===== config.mk =====
export PLATFORM = sky130hd
export DESIGN_NAME = light_pulse_morse_symbolizer
export DESIGN_NICKNAME = d
export VERILOG_FILES = /design/src/design/lpms_pkg.sv /design/src/design/lpms_fifo.sv /design/src/design/lpms_front.sv /design/src/design/lpms_back.sv /design/src/design/light_pulse_morse_symbolizer.sv
export SDC_FILE = /design/constraint.sdc
export NUM_CORES = 1
export LEC_CHECK = 0
export BUFFER_PORTS_ARGS = -buffer_cell sky130_fd_sc_hd__buf_2
export CORE_MARGIN = 1
export CORE_UTILIZATION = 56
export DETAILED_ROUTE_END_ITERATION = 10
export MAX_ROUTING_LAYER = met4
export PLACE_DENSITY = 0.77
export SYNTH_ARGS = -nofsm -noshare
export SYNTH_HDL_FRONTEND = slang
export SYNTH_SLANG_ARGS = --single-unit

===== constraint.sdc =====
create_clock -name clock -period 5.6 [get_ports clock]
set_input_delay 0.56 -clock clock [delete_from_list [all_inputs] [get_ports clock]]
set_output_delay 0.56 -clock clock [all_outputs]
set_load 0.02 [all_outputs]

===== src/design/lpms_pkg.sv =====
// Shared types, codes and defaults for the light pulse Morse symbolizer.
package lpms_pkg;

   // default parameter values
   localparam int MAX_SYMBOLS_DEF = 50;
   localparam int SAMPLE_BITS_DEF = 12;

   // fixed field widths
   localparam int TIME_W   = 32;
   localparam int THRESH_W = 12;
   localparam int CFG_W    = 16;
   localparam int CNT_W    = 6;
   localparam int KIND_W   = 3;
   localparam int CSR_IDX_W = 3;

   // minimum pulse length for a dash
   localparam logic [TIME_W-1:0] DASH_MS = 32'd175;

   // event codes
   localparam logic [KIND_W-1:0] EV_DOT     = 3'd0;
   localparam logic [KIND_W-1:0] EV_DASH    = 3'd1;
   localparam logic [KIND_W-1:0] EV_SPACE   = 3'd2;
   localparam logic [KIND_W-1:0] EV_END_OK  = 3'd3;
   localparam logic [KIND_W-1:0] EV_END_BAD = 3'd4;

   // register indexes
   localparam logic [CSR_IDX_W-1:0] REG_LIGHT_THRESHOLD = 3'd0;
   localparam logic [CSR_IDX_W-1:0] REG_READ_INTERVAL   = 3'd1;
   localparam logic [CSR_IDX_W-1:0] REG_DEBOUNCE        = 3'd2;
   localparam logic [CSR_IDX_W-1:0] REG_LETTER_GAP      = 3'd3;
   localparam logic [CSR_IDX_W-1:0] REG_MSG_TIMEOUT     = 3'd4;

   // register reset values
   localparam logic [THRESH_W-1:0] THRESH_RST   = 12'd2048;
   localparam logic [CFG_W-1:0]    INTERVAL_RST = 16'd10;
   localparam logic [CFG_W-1:0]    DEBOUNCE_RST = 16'd50;
   localparam logic [CFG_W-1:0]    GAP_RST      = 16'd500;
   localparam logic [CFG_W-1:0]    TIMEOUT_RST  = 16'd3000;

   typedef struct packed {
      logic [THRESH_W-1:0] light_threshold;
      logic [CFG_W-1:0]    read_interval_ms;
      logic [CFG_W-1:0]    debounce_ms;
      logic [CFG_W-1:0]    letter_gap_ms;
      logic [CFG_W-1:0]    message_timeout_ms;
   } cfg_type;

   // classified poll handed from front to back
   typedef struct packed {
      logic [TIME_W-1:0] now_ms;
      logic              light;
   } poll_type;

   // result item
   typedef struct packed {
      logic [KIND_W-1:0] event_kind;
      logic [CNT_W-1:0]  message_length;
   } event_type;

endpackage


===== src/design/lpms_fifo.sv =====
// Small register-based FIFO used for the poll and result queues.
module lpms_fifo
   import lpms_pkg::*;
#(
   parameter int WIDTH = 8,
   parameter int DEPTH = 4
) (
   input  logic             clock,
   input  logic             reset,
   input  logic             push,
   input  logic [WIDTH-1:0] push_data,
   output logic             full,
   input  logic             pop,
   output logic [WIDTH-1:0] pop_data,
   output logic             empty
);

   localparam int AW = (DEPTH > 1) ? $clog2(DEPTH) : 1;
   localparam int CW = $clog2(DEPTH + 1);
   localparam logic [AW-1:0] LAST = AW'(DEPTH - 1);

   logic [WIDTH-1:0] mem_ff [DEPTH];
   logic [AW-1:0]    wr_ptr_ff, wr_ptr_in;
   logic [AW-1:0]    rd_ptr_ff, rd_ptr_in;
   logic [CW-1:0]    count_ff, count_in;
   logic             do_push, do_pop;

   assign full     = (count_ff == CW'(DEPTH));
   assign empty    = (count_ff == '0);
   assign do_push  = push && !full;
   assign do_pop   = pop && !empty;
   assign pop_data = mem_ff[rd_ptr_ff];

   // pointer and occupancy update
   always_comb begin
      wr_ptr_in = wr_ptr_ff;
      rd_ptr_in = rd_ptr_ff;
      count_in  = count_ff;
      if (do_push) begin
         wr_ptr_in = (wr_ptr_ff == LAST) ? '0 : wr_ptr_ff + AW'(1);
      end
      if (do_pop) begin
         rd_ptr_in = (rd_ptr_ff == LAST) ? '0 : rd_ptr_ff + AW'(1);
      end
      if (do_push && !do_pop) begin
         count_in = count_ff + CW'(1);
      end else if (do_pop && !do_push) begin
         count_in = count_ff - CW'(1);
      end
   end

   always_ff @(posedge clock) begin
      if (reset) begin
         wr_ptr_ff <= '0;
         rd_ptr_ff <= '0;
         count_ff  <= '0;
      end else begin
         wr_ptr_ff <= wr_ptr_in;
         rd_ptr_ff <= rd_ptr_in;
         count_ff  <= count_in;
      end
   end

   // storage
   always_ff @(posedge clock) begin
      if (do_push) begin
         mem_ff[wr_ptr_ff] <= push_data;
      end
   end

endmodule


===== src/design/lpms_front.sv =====
// Front part: poll rate filter and light/dark classification.
module lpms_front
   import lpms_pkg::*;
#(
   parameter int SAMPLE_BITS = SAMPLE_BITS_DEF
) (
   input  logic                   clock,
   input  logic                   reset,
   input  cfg_type                cfg,
   input  logic                   req_push,
   output logic                   req_full,
   input  logic [TIME_W-1:0]      req_now_ms,
   input  logic [SAMPLE_BITS-1:0] req_sample_a,
   input  logic [SAMPLE_BITS-1:0] req_sample_b,
   input  logic [SAMPLE_BITS-1:0] req_sample_c,
   output logic                   poll_push,
   output poll_type               poll_data,
   input  logic                   poll_full
);

   localparam int SW = SAMPLE_BITS + 2;
   localparam int CW = (SW > THRESH_W + 2) ? SW : THRESH_W + 2;

   logic [TIME_W-1:0] last_poll_ff, last_poll_in;
   logic [TIME_W-1:0] elapsed;
   logic              take;
   logic [SW-1:0]     sum;
   logic [CW-1:0]     limit;

   assign req_full = poll_full;

   // polls closer than the read interval are dropped
   assign elapsed = req_now_ms - last_poll_ff;
   assign take    = (elapsed >= TIME_W'(cfg.read_interval_ms));

   // floor(sum/3) > thr  is the same as  sum > 3*thr + 2
   assign sum   = SW'(req_sample_a) + SW'(req_sample_b) + SW'(req_sample_c);
   assign limit = CW'(cfg.light_threshold) * CW'(3) + CW'(2);

   assign poll_push         = req_push && !poll_full && take;
   assign poll_data.now_ms  = req_now_ms;
   assign poll_data.light   = (CW'(sum) > limit);

   assign last_poll_in = poll_push ? req_now_ms : last_poll_ff;

   always_ff @(posedge clock) begin
      if (reset) begin
         last_poll_ff <= '0;
      end else begin
         last_poll_ff <= last_poll_in;
      end
   end

endmodule


===== src/design/lpms_back.sv =====
// Back part: debounced edge handling, symbol events and message end.
module lpms_back
   import lpms_pkg::*;
#(
   parameter int MAX_SYMBOLS = MAX_SYMBOLS_DEF
) (
   input  logic      clock,
   input  logic      reset,
   input  cfg_type   cfg,
   input  logic      poll_empty,
   output logic      poll_pop,
   input  poll_type  poll_data,
   output logic      ev_push,
   output event_type ev_data,
   input  logic      ev_full
);

   localparam logic [CNT_W-1:0] CNT_MAX = CNT_W'(MAX_SYMBOLS + 1);
   localparam logic [CNT_W-1:0] CNT_LIM = CNT_W'(MAX_SYMBOLS);

   logic [TIME_W-1:0] last_change_ff, last_change_in;
   logic              light_on_ff, light_on_in;
   logic              receiving_ff, receiving_in;
   logic [CNT_W-1:0]  count_ff, count_in;
   logic              last_space_ff, last_space_in;
   logic              dbl_space_ff, dbl_space_in;

   logic [TIME_W-1:0] since;
   logic [CNT_W-1:0]  count_inc;
   logic              edge_ok;
   logic              go;

   assign go        = !poll_empty && !ev_full;
   assign poll_pop  = go;
   assign since     = poll_data.now_ms - last_change_ff;
   assign edge_ok   = (poll_data.light != light_on_ff) &&
                      (since > TIME_W'(cfg.debounce_ms));
   assign count_inc = (count_ff < CNT_MAX) ? count_ff + CNT_W'(1) : count_ff;

   // per-poll state update and event selection
   always_comb begin
      last_change_in = last_change_ff;
      light_on_in    = light_on_ff;
      receiving_in   = receiving_ff;
      count_in       = count_ff;
      last_space_in  = last_space_ff;
      dbl_space_in   = dbl_space_ff;
      ev_push        = 1'b0;
      ev_data.event_kind     = EV_DOT;
      ev_data.message_length = count_inc;
      if (go) begin
         if (edge_ok) begin
            if (light_on_ff) begin
               // end of a light pulse
               count_in      = count_inc;
               last_space_in = 1'b0;
               receiving_in  = 1'b1;
               ev_push       = 1'b1;
               ev_data.event_kind = (since >= DASH_MS) ? EV_DASH : EV_DOT;
            end else if (receiving_ff && since >= TIME_W'(cfg.letter_gap_ms)) begin
               // long dark gap: letter space
               dbl_space_in  = dbl_space_ff | last_space_ff;
               last_space_in = 1'b1;
               count_in      = count_inc;
               ev_push       = 1'b1;
               ev_data.event_kind = EV_SPACE;
            end
            last_change_in = poll_data.now_ms;
            light_on_in    = poll_data.light;
         end else if (receiving_ff && since > TIME_W'(cfg.message_timeout_ms)) begin
            // quiet too long: close the message
            if (count_ff != '0) begin
               ev_push = 1'b1;
               ev_data.event_kind = (dbl_space_ff || count_ff > CNT_LIM) ?
                                    EV_END_BAD : EV_END_OK;
               ev_data.message_length = count_ff;
            end
            count_in      = '0;
            last_space_in = 1'b0;
            dbl_space_in  = 1'b0;
            receiving_in  = 1'b0;
         end
      end
   end

   always_ff @(posedge clock) begin
      if (reset) begin
         last_change_ff <= '0;
         light_on_ff    <= 1'b0;
         receiving_ff   <= 1'b0;
         count_ff       <= '0;
         last_space_ff  <= 1'b0;
         dbl_space_ff   <= 1'b0;
      end else begin
         last_change_ff <= last_change_in;
         light_on_ff    <= light_on_in;
         receiving_ff   <= receiving_in;
         count_ff       <= count_in;
         last_space_ff  <= last_space_in;
         dbl_space_ff   <= dbl_space_in;
      end
   end

   // no symbols or space history outside a message
   a_idle_clear: assert property (@(posedge clock) disable iff (reset)
      !receiving_ff |-> (count_ff == '0 && !last_space_ff && !dbl_space_ff))
      else $error("symbol state left over outside a message");

   // reported length is nonzero and stays within the saturation limit
   a_len_max: assert property (@(posedge clock) disable iff (reset)
      ev_push |-> (ev_data.message_length <= CNT_MAX && ev_data.message_length != '0))
      else $error("message length out of range");

   // message end starts a fresh message
   a_end_clears: assert property (@(posedge clock) disable iff (reset)
      (ev_push && (ev_data.event_kind == EV_END_OK || ev_data.event_kind == EV_END_BAD))
      |=> (count_ff == '0 && !receiving_ff))
      else $error("message end did not clear the symbol count");

   // a double space always marks the message bad
   a_dbl_bad: assert property (@(posedge clock) disable iff (reset)
      (ev_push && dbl_space_ff && ev_data.event_kind == EV_END_OK) |-> 1'b0)
      else $error("message with double space reported valid");

endmodule


===== src/design/light_pulse_morse_symbolizer.sv =====
// Top level of the light pulse Morse symbolizer: registers, queues and the two parts.
//
// Input channel (req_*): one sensor poll per item, pushed when req_full is low.
// Polls closer than read_interval_ms to the last processed poll are taken and
// dropped. Processed polls are classified light or dark and queued (4 deep) for
// the back part, which handles debounced edges and message timeout.
// Result channel (rsp_*): dot, dash, letter space or message end with the symbol
// count; the oldest result is shown while rsp_empty is low and leaves on rsp_pop.
// Throughput: one poll per cycle, set by the back part, while the result queue has room.
// A result is visible once its poll is written into the front queue and the back part
// update has pushed it into the result queue.
// When the receiver stops popping, the result queue (2 deep) fills, the back part
// holds, the front queue fills and req_full rises; no item is lost.
// Reset (synchronous): registers return to defaults, all timing and message state
// clears, both queues empty. Registers are written through csr_*; the user must
// write them only while the block is idle, not enforced; unknown indexes are ignored.
module light_pulse_morse_symbolizer
   import lpms_pkg::*;
#(
   parameter int MAX_SYMBOLS = MAX_SYMBOLS_DEF,
   parameter int SAMPLE_BITS = SAMPLE_BITS_DEF
) (
   input  logic                   clock,
   input  logic                   reset,
   input  logic                   req_push,
   output logic                   req_full,
   input  logic [TIME_W-1:0]      req_now_ms,
   input  logic [SAMPLE_BITS-1:0] req_sample_a,
   input  logic [SAMPLE_BITS-1:0] req_sample_b,
   input  logic [SAMPLE_BITS-1:0] req_sample_c,
   output logic                   rsp_empty,
   input  logic                   rsp_pop,
   output logic [KIND_W-1:0]      rsp_event_kind,
   output logic [CNT_W-1:0]       rsp_message_length,
   input  logic                   csr_write_enable,
   input  logic [CSR_IDX_W-1:0]   csr_index,
   input  logic [CFG_W-1:0]       csr_write_data
);

   localparam int POLL_W = $bits(poll_type);
   localparam int EV_W   = $bits(event_type);

   cfg_type            cfg_ff, cfg_in;
   logic               poll_push, poll_full, poll_pop, poll_empty;
   poll_type           poll_wr, poll_rd;
   logic [POLL_W-1:0]  poll_rd_bits;
   logic               ev_push, ev_full;
   event_type          ev_wr, ev_rd;
   logic [EV_W-1:0]    ev_rd_bits;

   // register write decode
   always_comb begin
      cfg_in = cfg_ff;
      if (csr_write_enable) begin
         unique case (csr_index)
            REG_LIGHT_THRESHOLD: cfg_in.light_threshold    = csr_write_data[THRESH_W-1:0];
            REG_READ_INTERVAL:   cfg_in.read_interval_ms   = csr_write_data;
            REG_DEBOUNCE:        cfg_in.debounce_ms        = csr_write_data;
            REG_LETTER_GAP:      cfg_in.letter_gap_ms      = csr_write_data;
            REG_MSG_TIMEOUT:     cfg_in.message_timeout_ms = csr_write_data;
            default:             cfg_in = cfg_ff;
         endcase
      end
   end

   always_ff @(posedge clock) begin
      if (reset) begin
         cfg_ff.light_threshold    <= THRESH_RST;
         cfg_ff.read_interval_ms   <= INTERVAL_RST;
         cfg_ff.debounce_ms        <= DEBOUNCE_RST;
         cfg_ff.letter_gap_ms      <= GAP_RST;
         cfg_ff.message_timeout_ms <= TIMEOUT_RST;
      end else begin
         cfg_ff <= cfg_in;
      end
   end

   lpms_front #(
      .SAMPLE_BITS(SAMPLE_BITS)
   ) u_front (
      .clock        (clock),
      .reset        (reset),
      .cfg          (cfg_ff),
      .req_push     (req_push),
      .req_full     (req_full),
      .req_now_ms   (req_now_ms),
      .req_sample_a (req_sample_a),
      .req_sample_b (req_sample_b),
      .req_sample_c (req_sample_c),
      .poll_push    (poll_push),
      .poll_data    (poll_wr),
      .poll_full    (poll_full)
   );

   // classified polls between front and back
   lpms_fifo #(
      .WIDTH(POLL_W),
      .DEPTH(4)
   ) u_poll_q (
      .clock     (clock),
      .reset     (reset),
      .push      (poll_push),
      .push_data (poll_wr),
      .full      (poll_full),
      .pop       (poll_pop),
      .pop_data  (poll_rd_bits),
      .empty     (poll_empty)
   );

   assign poll_rd = poll_type'(poll_rd_bits);

   lpms_back #(
      .MAX_SYMBOLS(MAX_SYMBOLS)
   ) u_back (
      .clock      (clock),
      .reset      (reset),
      .cfg        (cfg_ff),
      .poll_empty (poll_empty),
      .poll_pop   (poll_pop),
      .poll_data  (poll_rd),
      .ev_push    (ev_push),
      .ev_data    (ev_wr),
      .ev_full    (ev_full)
   );

   // result queue
   lpms_fifo #(
      .WIDTH(EV_W),
      .DEPTH(2)
   ) u_ev_q (
      .clock     (clock),
      .reset     (reset),
      .push      (ev_push),
      .push_data (ev_wr),
      .full      (ev_full),
      .pop       (rsp_pop),
      .pop_data  (ev_rd_bits),
      .empty     (rsp_empty)
   );

   assign ev_rd              = event_type'(ev_rd_bits);
   assign rsp_event_kind     = ev_rd.event_kind;
   assign rsp_message_length = ev_rd.message_length;

endmodule


# Word-level counts from Yosys, hierarchy flattened
# Memories as Yosys holds them, arrays and structs flattened. A register that Yosys moved wholly into a read port is not among the register bits.
# Index checks and enable logic that the tools add are counted.
dict set report totals {
  latch_bits 0
  ram_bits 150
  output_inout_bits 11
  in_bits 92
  word_cells 141
  ff_bits 161
  mem_bits_ro 0
  n_memories 2
}
# memory depth word_bits rd rd_ports_with_merged_regs write_ports line_no
set mem_list {}
lappend mem_list {u_poll_q.mem_ff 4 33 1 1 1 lpms_fifo.sv:22} ;# logic [WIDTH-1:0] mem_ff [DEPTH];
lappend mem_list {u_ev_q.mem_ff 2 9 1 1 1 lpms_fifo.sv:22}
dict set report classes {
  n_lt_le_gt_ge 8
  n_bitwise 1
  shift 0
  add_sub_neg 14
  reduce_logical 39
  mux 45
  n_mul 1
  n_div 0
  n_eq_ne 13
}
# op n
set op_table {}
lappend op_table {{32-bit by 16-bit greater-or-equal comparator with 1-bit output} 2}
lappend op_table {{32-bit by 16-bit > comparator with 1-bit output} 2}
lappend op_table {{32-bit subtractor} 2}
lappend op_table {{6-bit 2-to-1 mux} 6}
lappend op_table {{32-bit by 8-bit greater-or-equal comparator with 1-bit output (second input constant)} 1}
lappend op_table {{9-bit 2-to-1 mux} 3}
lappend op_table {{1-bit 2-to-1 mux} 24}
lappend op_table {{3-bit 2-to-1 mux} 5}
lappend op_table {{14-bit by 12-bit adder with 14-bit output} 1}
lappend op_table {{14-bit by 2-bit adder with 14-bit output (second input constant)} 1}
lappend op_table {{14-bit > comparator} 1}
lappend op_table {{1-bit logical AND} 14}
lappend op_table {{12-bit by 2-bit multiplier with 14-bit output (second input constant)} 1}
lappend op_table {{2-bit 2-to-1 mux} 7}
lappend op_table {{12-bit by 12-bit adder with 13-bit output} 1}
lappend op_table {{2-bit AND reduction} 6}
lappend op_table {{1-bit logical NOT} 8}
lappend op_table {{2-bit by 1-bit adder with 2-bit output (second input constant)} 3}
lappend op_table {{6-bit by 1-bit adder with 6-bit output (second input constant)} 1}
lappend op_table {{2-bit == test (second input constant)} 3}
lappend op_table {{3-bit by 2-bit == test with 1-bit output (second input constant)} 2}
lappend op_table {{3-bit == test (second input constant)} 2}
lappend op_table {{6-bit > comparator (second input constant)} 1}
lappend op_table {{3-bit logical NOT} 2}
lappend op_table {{17 further kinds} 22}

# Longest topological paths before layout
dict set report depth {
  word_depth 12
  ltp_mapped 30
  depth_no_buf 29
}

# Modules after synthesis
# A second synthesis with hierarchy kept.
dict set report unflattened {
  hier_cells 1963
  hier_area_um2 20095.5
}
# mod seq_area_each_um2 cells_each area_each_um2 instances
set modules_own_cells {}
lappend modules_own_cells {lpms_front 640.6 696 5521.5 1}
lappend modules_own_cells {lpms_back 840.8 710 5452.7 1}
lappend modules_own_cells {{lpms_fifo (u_poll_q)} 4144.0 223 5248.8 1}
lappend modules_own_cells {light_pulse_morse_symbolizer 1521.5 281 3007.9 1}
lappend modules_own_cells {{lpms_fifo (u_ev_q)} 640.6 53 864.6 1}

# Worst setup path after synthesis
# Ideal clock, no wire load.
dict set report synth_path {
  path_kind {register to register}
  start {reg with a tool-made name}
  end {reg u_ev_q.count_ff[1]}
  setup_time_ns 0.070
  t_arrival_ns 5.597
  n_path_buf 3
  period_less_slack_ns 5.667
  slack_ns -0.067
  t_required_ns 5.530
  path_stages_with_launch 25
  path_cell_list {dfxtp_1 -> clkbuf_1 -> buf_1 -> mux4_2 -> ha_1 -> o21ai_0 -> a22oi_1 -> o21ai_0 -> o21ai_0 -> xor2_1 -> ha_1 -> a21o_1 -> a21o_1 -> a21oi_1 -> o21ai_0 -> a21oi_1 -> a21oi_1 -> nor4_2 -> a211o_2 -> buf_6 -> o21a_1 -> a21oi_1 -> ha_1 -> or3_1 -> a21oi_1}
}
# element line_no
set synth_rtl {}
lappend synth_rtl {{end signal, assigned} lpms_fifo.sv:60} ;# count_ff <= count_in;
lappend synth_rtl {{end, declared} lpms_fifo.sv:25} ;# logic [CW-1:0] count_ff, count_in;

# Worst setup path after layout
dict set report layout_path {
  start {reg u_front.last_poll_ff[0]}
  end {reg u_poll_q.count_ff[1]}
}
dict set report layout_via {
  elab_cells_between_ends 9
  cone_classes {1 x add/sub; 1 x order compare; 1 x mux; 6 x reduce/logical}
}
# element line_no
set layout_rtl {}
lappend layout_rtl {{start, declared} lpms_front.sv:24} ;# logic [TIME_W-1:0] last_poll_ff, last_poll_in;
lappend layout_rtl {{start signal, assigned} lpms_front.sv:50} ;# last_poll_ff <= last_poll_in;
lappend layout_rtl {{32-bit subtractor} lpms_front.sv:33} ;# assign elapsed = req_now_ms - last_poll_ff;
lappend layout_rtl {{32-bit by 16-bit greater-or-equal comparator with 1-bit output} lpms_front.sv:34} ;# assign take = (elapsed >= TIME_W'(cfg.read_interval_ms));
lappend layout_rtl {{1-bit logical AND} lpms_front.sv:40} ;# assign poll_push = req_push && !poll_full && take;
lappend layout_rtl {{1-bit logical AND} lpms_fifo.sv:30} ;# assign do_push = push && !full;
lappend layout_rtl {{1-bit logical AND} lpms_fifo.sv:45} ;# if (do_push && !do_pop) begin
lappend layout_rtl {{3-bit 2-to-1 mux} lpms_fifo.sv:45}
lappend layout_rtl {{via u_poll_q.count_in[1]} lpms_fifo.sv:25}
lappend layout_rtl {{end signal, assigned} lpms_fifo.sv:60}
lappend layout_rtl {{end, declared} lpms_fifo.sv:25}
# The timed path passes the listed nets, and every way through them passes these cells.
# A chain may end at the register's enable or synchronous reset.

==> impl_results.md <==
* Final worst slack at 0.201 ns
* Ant diodes at 0
* Clk slew on worst S/H paths at 0.06 ns
* Drt pass-1 iters at 5
* Post-route ant nets at 0
* CTS tree: built
* Tightest Pin Transition at 1.24 ns
* Critical path class: flop to flop
* Final Max Tran Viols at 0
* Pre-CTS setup slack at -0.554 ns
* Top_reg_cell synth: dfxtp_1
* CP Max Fanout at 3
* R2R setup slack at 0.20 ns
* DRC viols at 0
* Final setup viols at 0
* Slowest cell on crit path: fa_2
* I/O Pins at 103
* Grt peak-use layer: met2
* EDFF count, synth at 150
* Wirelength per Cell at 17.4 um
* Relative slew slack at 17.1%
* First-pass GRT wire length at 72100 um
* Die Span Y at 187 um
* Placeable Area at 33600 um^2
* Largest net degree at the start of global routing at 93
* Tmin final at 5.40 ns
* Critical Path Source Type: flop
* Hold Path Class: input port to flop
* Leak pwr at 8.92 nW
* Initial antenna violation count at 0
* Post-synthesis sequential area ratio at 40.7%
* CP Data Arrival Time at 5.76 ns
* Async set-reset flop share out of synthesis at 0%
* CTS root buffer: clkbuf_16
* Ratio of cells with drive above 1 in the final layout at 14.9%
* Nets at 2397
* Cell Rows at 67
* CP Data Required Time at 5.96 ns
* Tcrit/Tclk final at 96.4%
* Clk_skew at 0.0157 ns
* Status: finished, final reports clean
* Clock tree sinks at 314
* CP endpoint kind: flop
* Count leader, synth: nand2_1
* Vias post-DR at 15100
* Area delta synth->final at 13.2%
* CTS Hold Bufs at 0
* Met3 usage at 2.83%
* Post-synth top area share at 23.5%
* Routed wire length at 44800 um
* Seq cells post-synth at 314
* Cts bufs inserted at 34
* Netlist cell types at 92
* Met2 GRT Util at 43.5%
* Routability congestion estimate from global placement at 0.922
* Commonest cells post-synth: nand2_1 (228), ha_1 (197), a21oi_1 (183), inv_1 (183), dfxtp_1 (164)
* Detailed-route vias per instance at 5.86
* Final Hold Fails at 0
* Max Cap Viol at 0
* FMAX at 185 MHz
* Syn Area/Cell at 9.68 um^2
* 1st-iter DRT viols at 883
* Die Width at 187 um
* Synth area leader: edfxtp_1
* Mapped Nets at 2272
* Critical Path Max Stage Delay at 0.42 ns
* Yosys warns at 0
* CTS H-tree lvls at 2
* Starting density of the core at 57.0%
* Mapped Area at 19100 um^2
* Hpwl dp at 32200 um
* Vias in the first global route at 14500
* Synth Instances at 1977
* PortBufs at 102
* GRT Resource Usage Total at 26.0%
* RSZ-0062 raised after global routing: yes
* PD cells at 588 nW/um^2
* Clock Tree Buf Depth at 3
* Grt ovf at 0
* Clock Latency Late Sink at 0.51 ns
* Number of fill cells at 2588
* Die area at 34900 um^2
* Synth area leaders: edfxtp_1 (24%), dfxtp_1 (17%), ha_1 (13%), a21oi_1 (4.8%), nand2_1 (4.5%)
* M1 GR Usage at 33.2%
* Smallest hold slack at 0.326 ns
* Peak VDD IR at 0.306 mV
area by class of cell:
cell class / count / area (um^2) / share of cell area, %
inverter: 184 / 691 / 3.19
timing repair buffer: 160 / 1040 / 4.78
multi-input combinational: 1408 / 10500 / 48.4
sequential: 314 / 7790 / 36.0
clock inverter: 14 / 158 / 0.727
tap: 448 / 561 / 2.59
clock buffer: 47 / 951 / 4.39
path summary, 6_finish.rpt:
kind                      startpoint                     end  cells after the start
max          u_front.last_poll_ff[0]    u_poll_q.count_ff[1]                     28
min                   req_now_ms[14]  u_poll_q.mem_ff[3][15]                      1
min reg2reg      u_back.dbl_space_ff     u_back.dbl_space_ff                      2
max reg2reg  u_front.last_poll_ff[0]    u_poll_q.count_ff[1]                     28
repair_timing:
action,4_1_cts,5_1_grt
setup endpoints to repair,3,83
cloned,0,0
gates resized for setup,4,29
pin swaps,2,12
endpoints found under the hold margin,0,0
buffers inserted,1,8
metrics by stage:
step	cell area, um^2	utilization [%]	TNS [ns]	instances	power (mW)
2_1_floorplan	19200	-	0	1977	8.30
3_3_place_gp	20300	60.5	-0.578	2505	9.96
3_5_place_dp	20300	60.5	-13.79	2505	10.2
4_1_cts	21500	63.8	0	2567	12.5
5_1_grt	21700	64.5	-0.169	2575	13.8
6_report	21700	64.5	0	2575	12.7
cell families after synthesis:
kind of cell               count (synthesis)  share of synthesized area, %
AOI/OAI and AO/OA                        436                          14.4
xor gates and xnor gates                  75                          3.43
adders and majority gates                203                          13.5
buffers and inverters                    255                          5.44
DFF                                      314                          40.7
muxes                                    119                          8.44
and+or+nand+nor                          575                          14.1
worst max-delay path, delay by kind of cell (launching register included):
| family | cells | cell delay [ns] |
|---|---|---|
| AO/OA/AOI/OAI | 9 | 1.73 |
| adder cells (fa/ha/maj) | 5 | 1.33 |
| AND/OR/NAND/NOR | 7 | 1.07 |
| flip-flops | 1 | 0.35 |
| multiplexers | 2 | 0.33 |
| buffers and inverters | 4 | 0.32 |
| XOR/XNOR | 1 | 0.13 |
routing by layer:
metal	up-vias	routed length (um)
met4	0	1240
met2	445	21600
met5	-	0
li1	7303	-
met1	7242	19800
met3	110	2170
cells in the final DEF, fill, tap and decap left out, types with 35 or more instances in the layout:
cell | synthesis | final
nand2_1 | 228 | 227
ha_1 | 197 | 190
inv_1 | 183 | 181
a21oi_1 | 183 | 179
dfxtp_1 | 164 | 162
edfxtp_1 | 150 | 150
nor2_1 | 145 | 145
buf_2 | 1 | 101
mux2i_1 | 76 | 76
o21ai_0 | 72 | 68
a21o_1 | 55 | 55
buf_4 | 2 | 52
xnor2_1 | 47 | 43
clkbuf_16 | 0 | 35
where the power goes:
part | internal, mW | total [mW] | leakage, nW | switching, mW
Combinational | 3.28 | 7.60 | 5.67 | 4.31
Clock | 1.33 | 2.23 | 0.539 | 0.897
Sequential | 2.75 | 2.92 | 2.71 | 0.172
Total | 7.37 | 12.7 | 8.92 | 5.38
registers in the layout, indices dropped and copies added, names as in the netlist, named ones only:
signal and count:
u_poll_q.count_ff 3, u_poll_q.rd_ptr_ff 2, u_ev_q.wr_ptr_ff 1, u_back.light_on_ff 1, u_ev_q.rd_ptr_ff 1, u_back.count_ff 6, u_back.last_space_ff 1, u_ev_q.mem_ff 18
u_back.last_change_ff 32, u_back.dbl_space_ff 1, u_poll_q.mem_ff 132, cfg_ff 76, u_poll_q.wr_ptr_ff 2, u_front.last_poll_ff 32, u_back.receiving_ff 1, u_ev_q.count_ff 2
No activity file was read; power rests on OpenSTA's default activity.
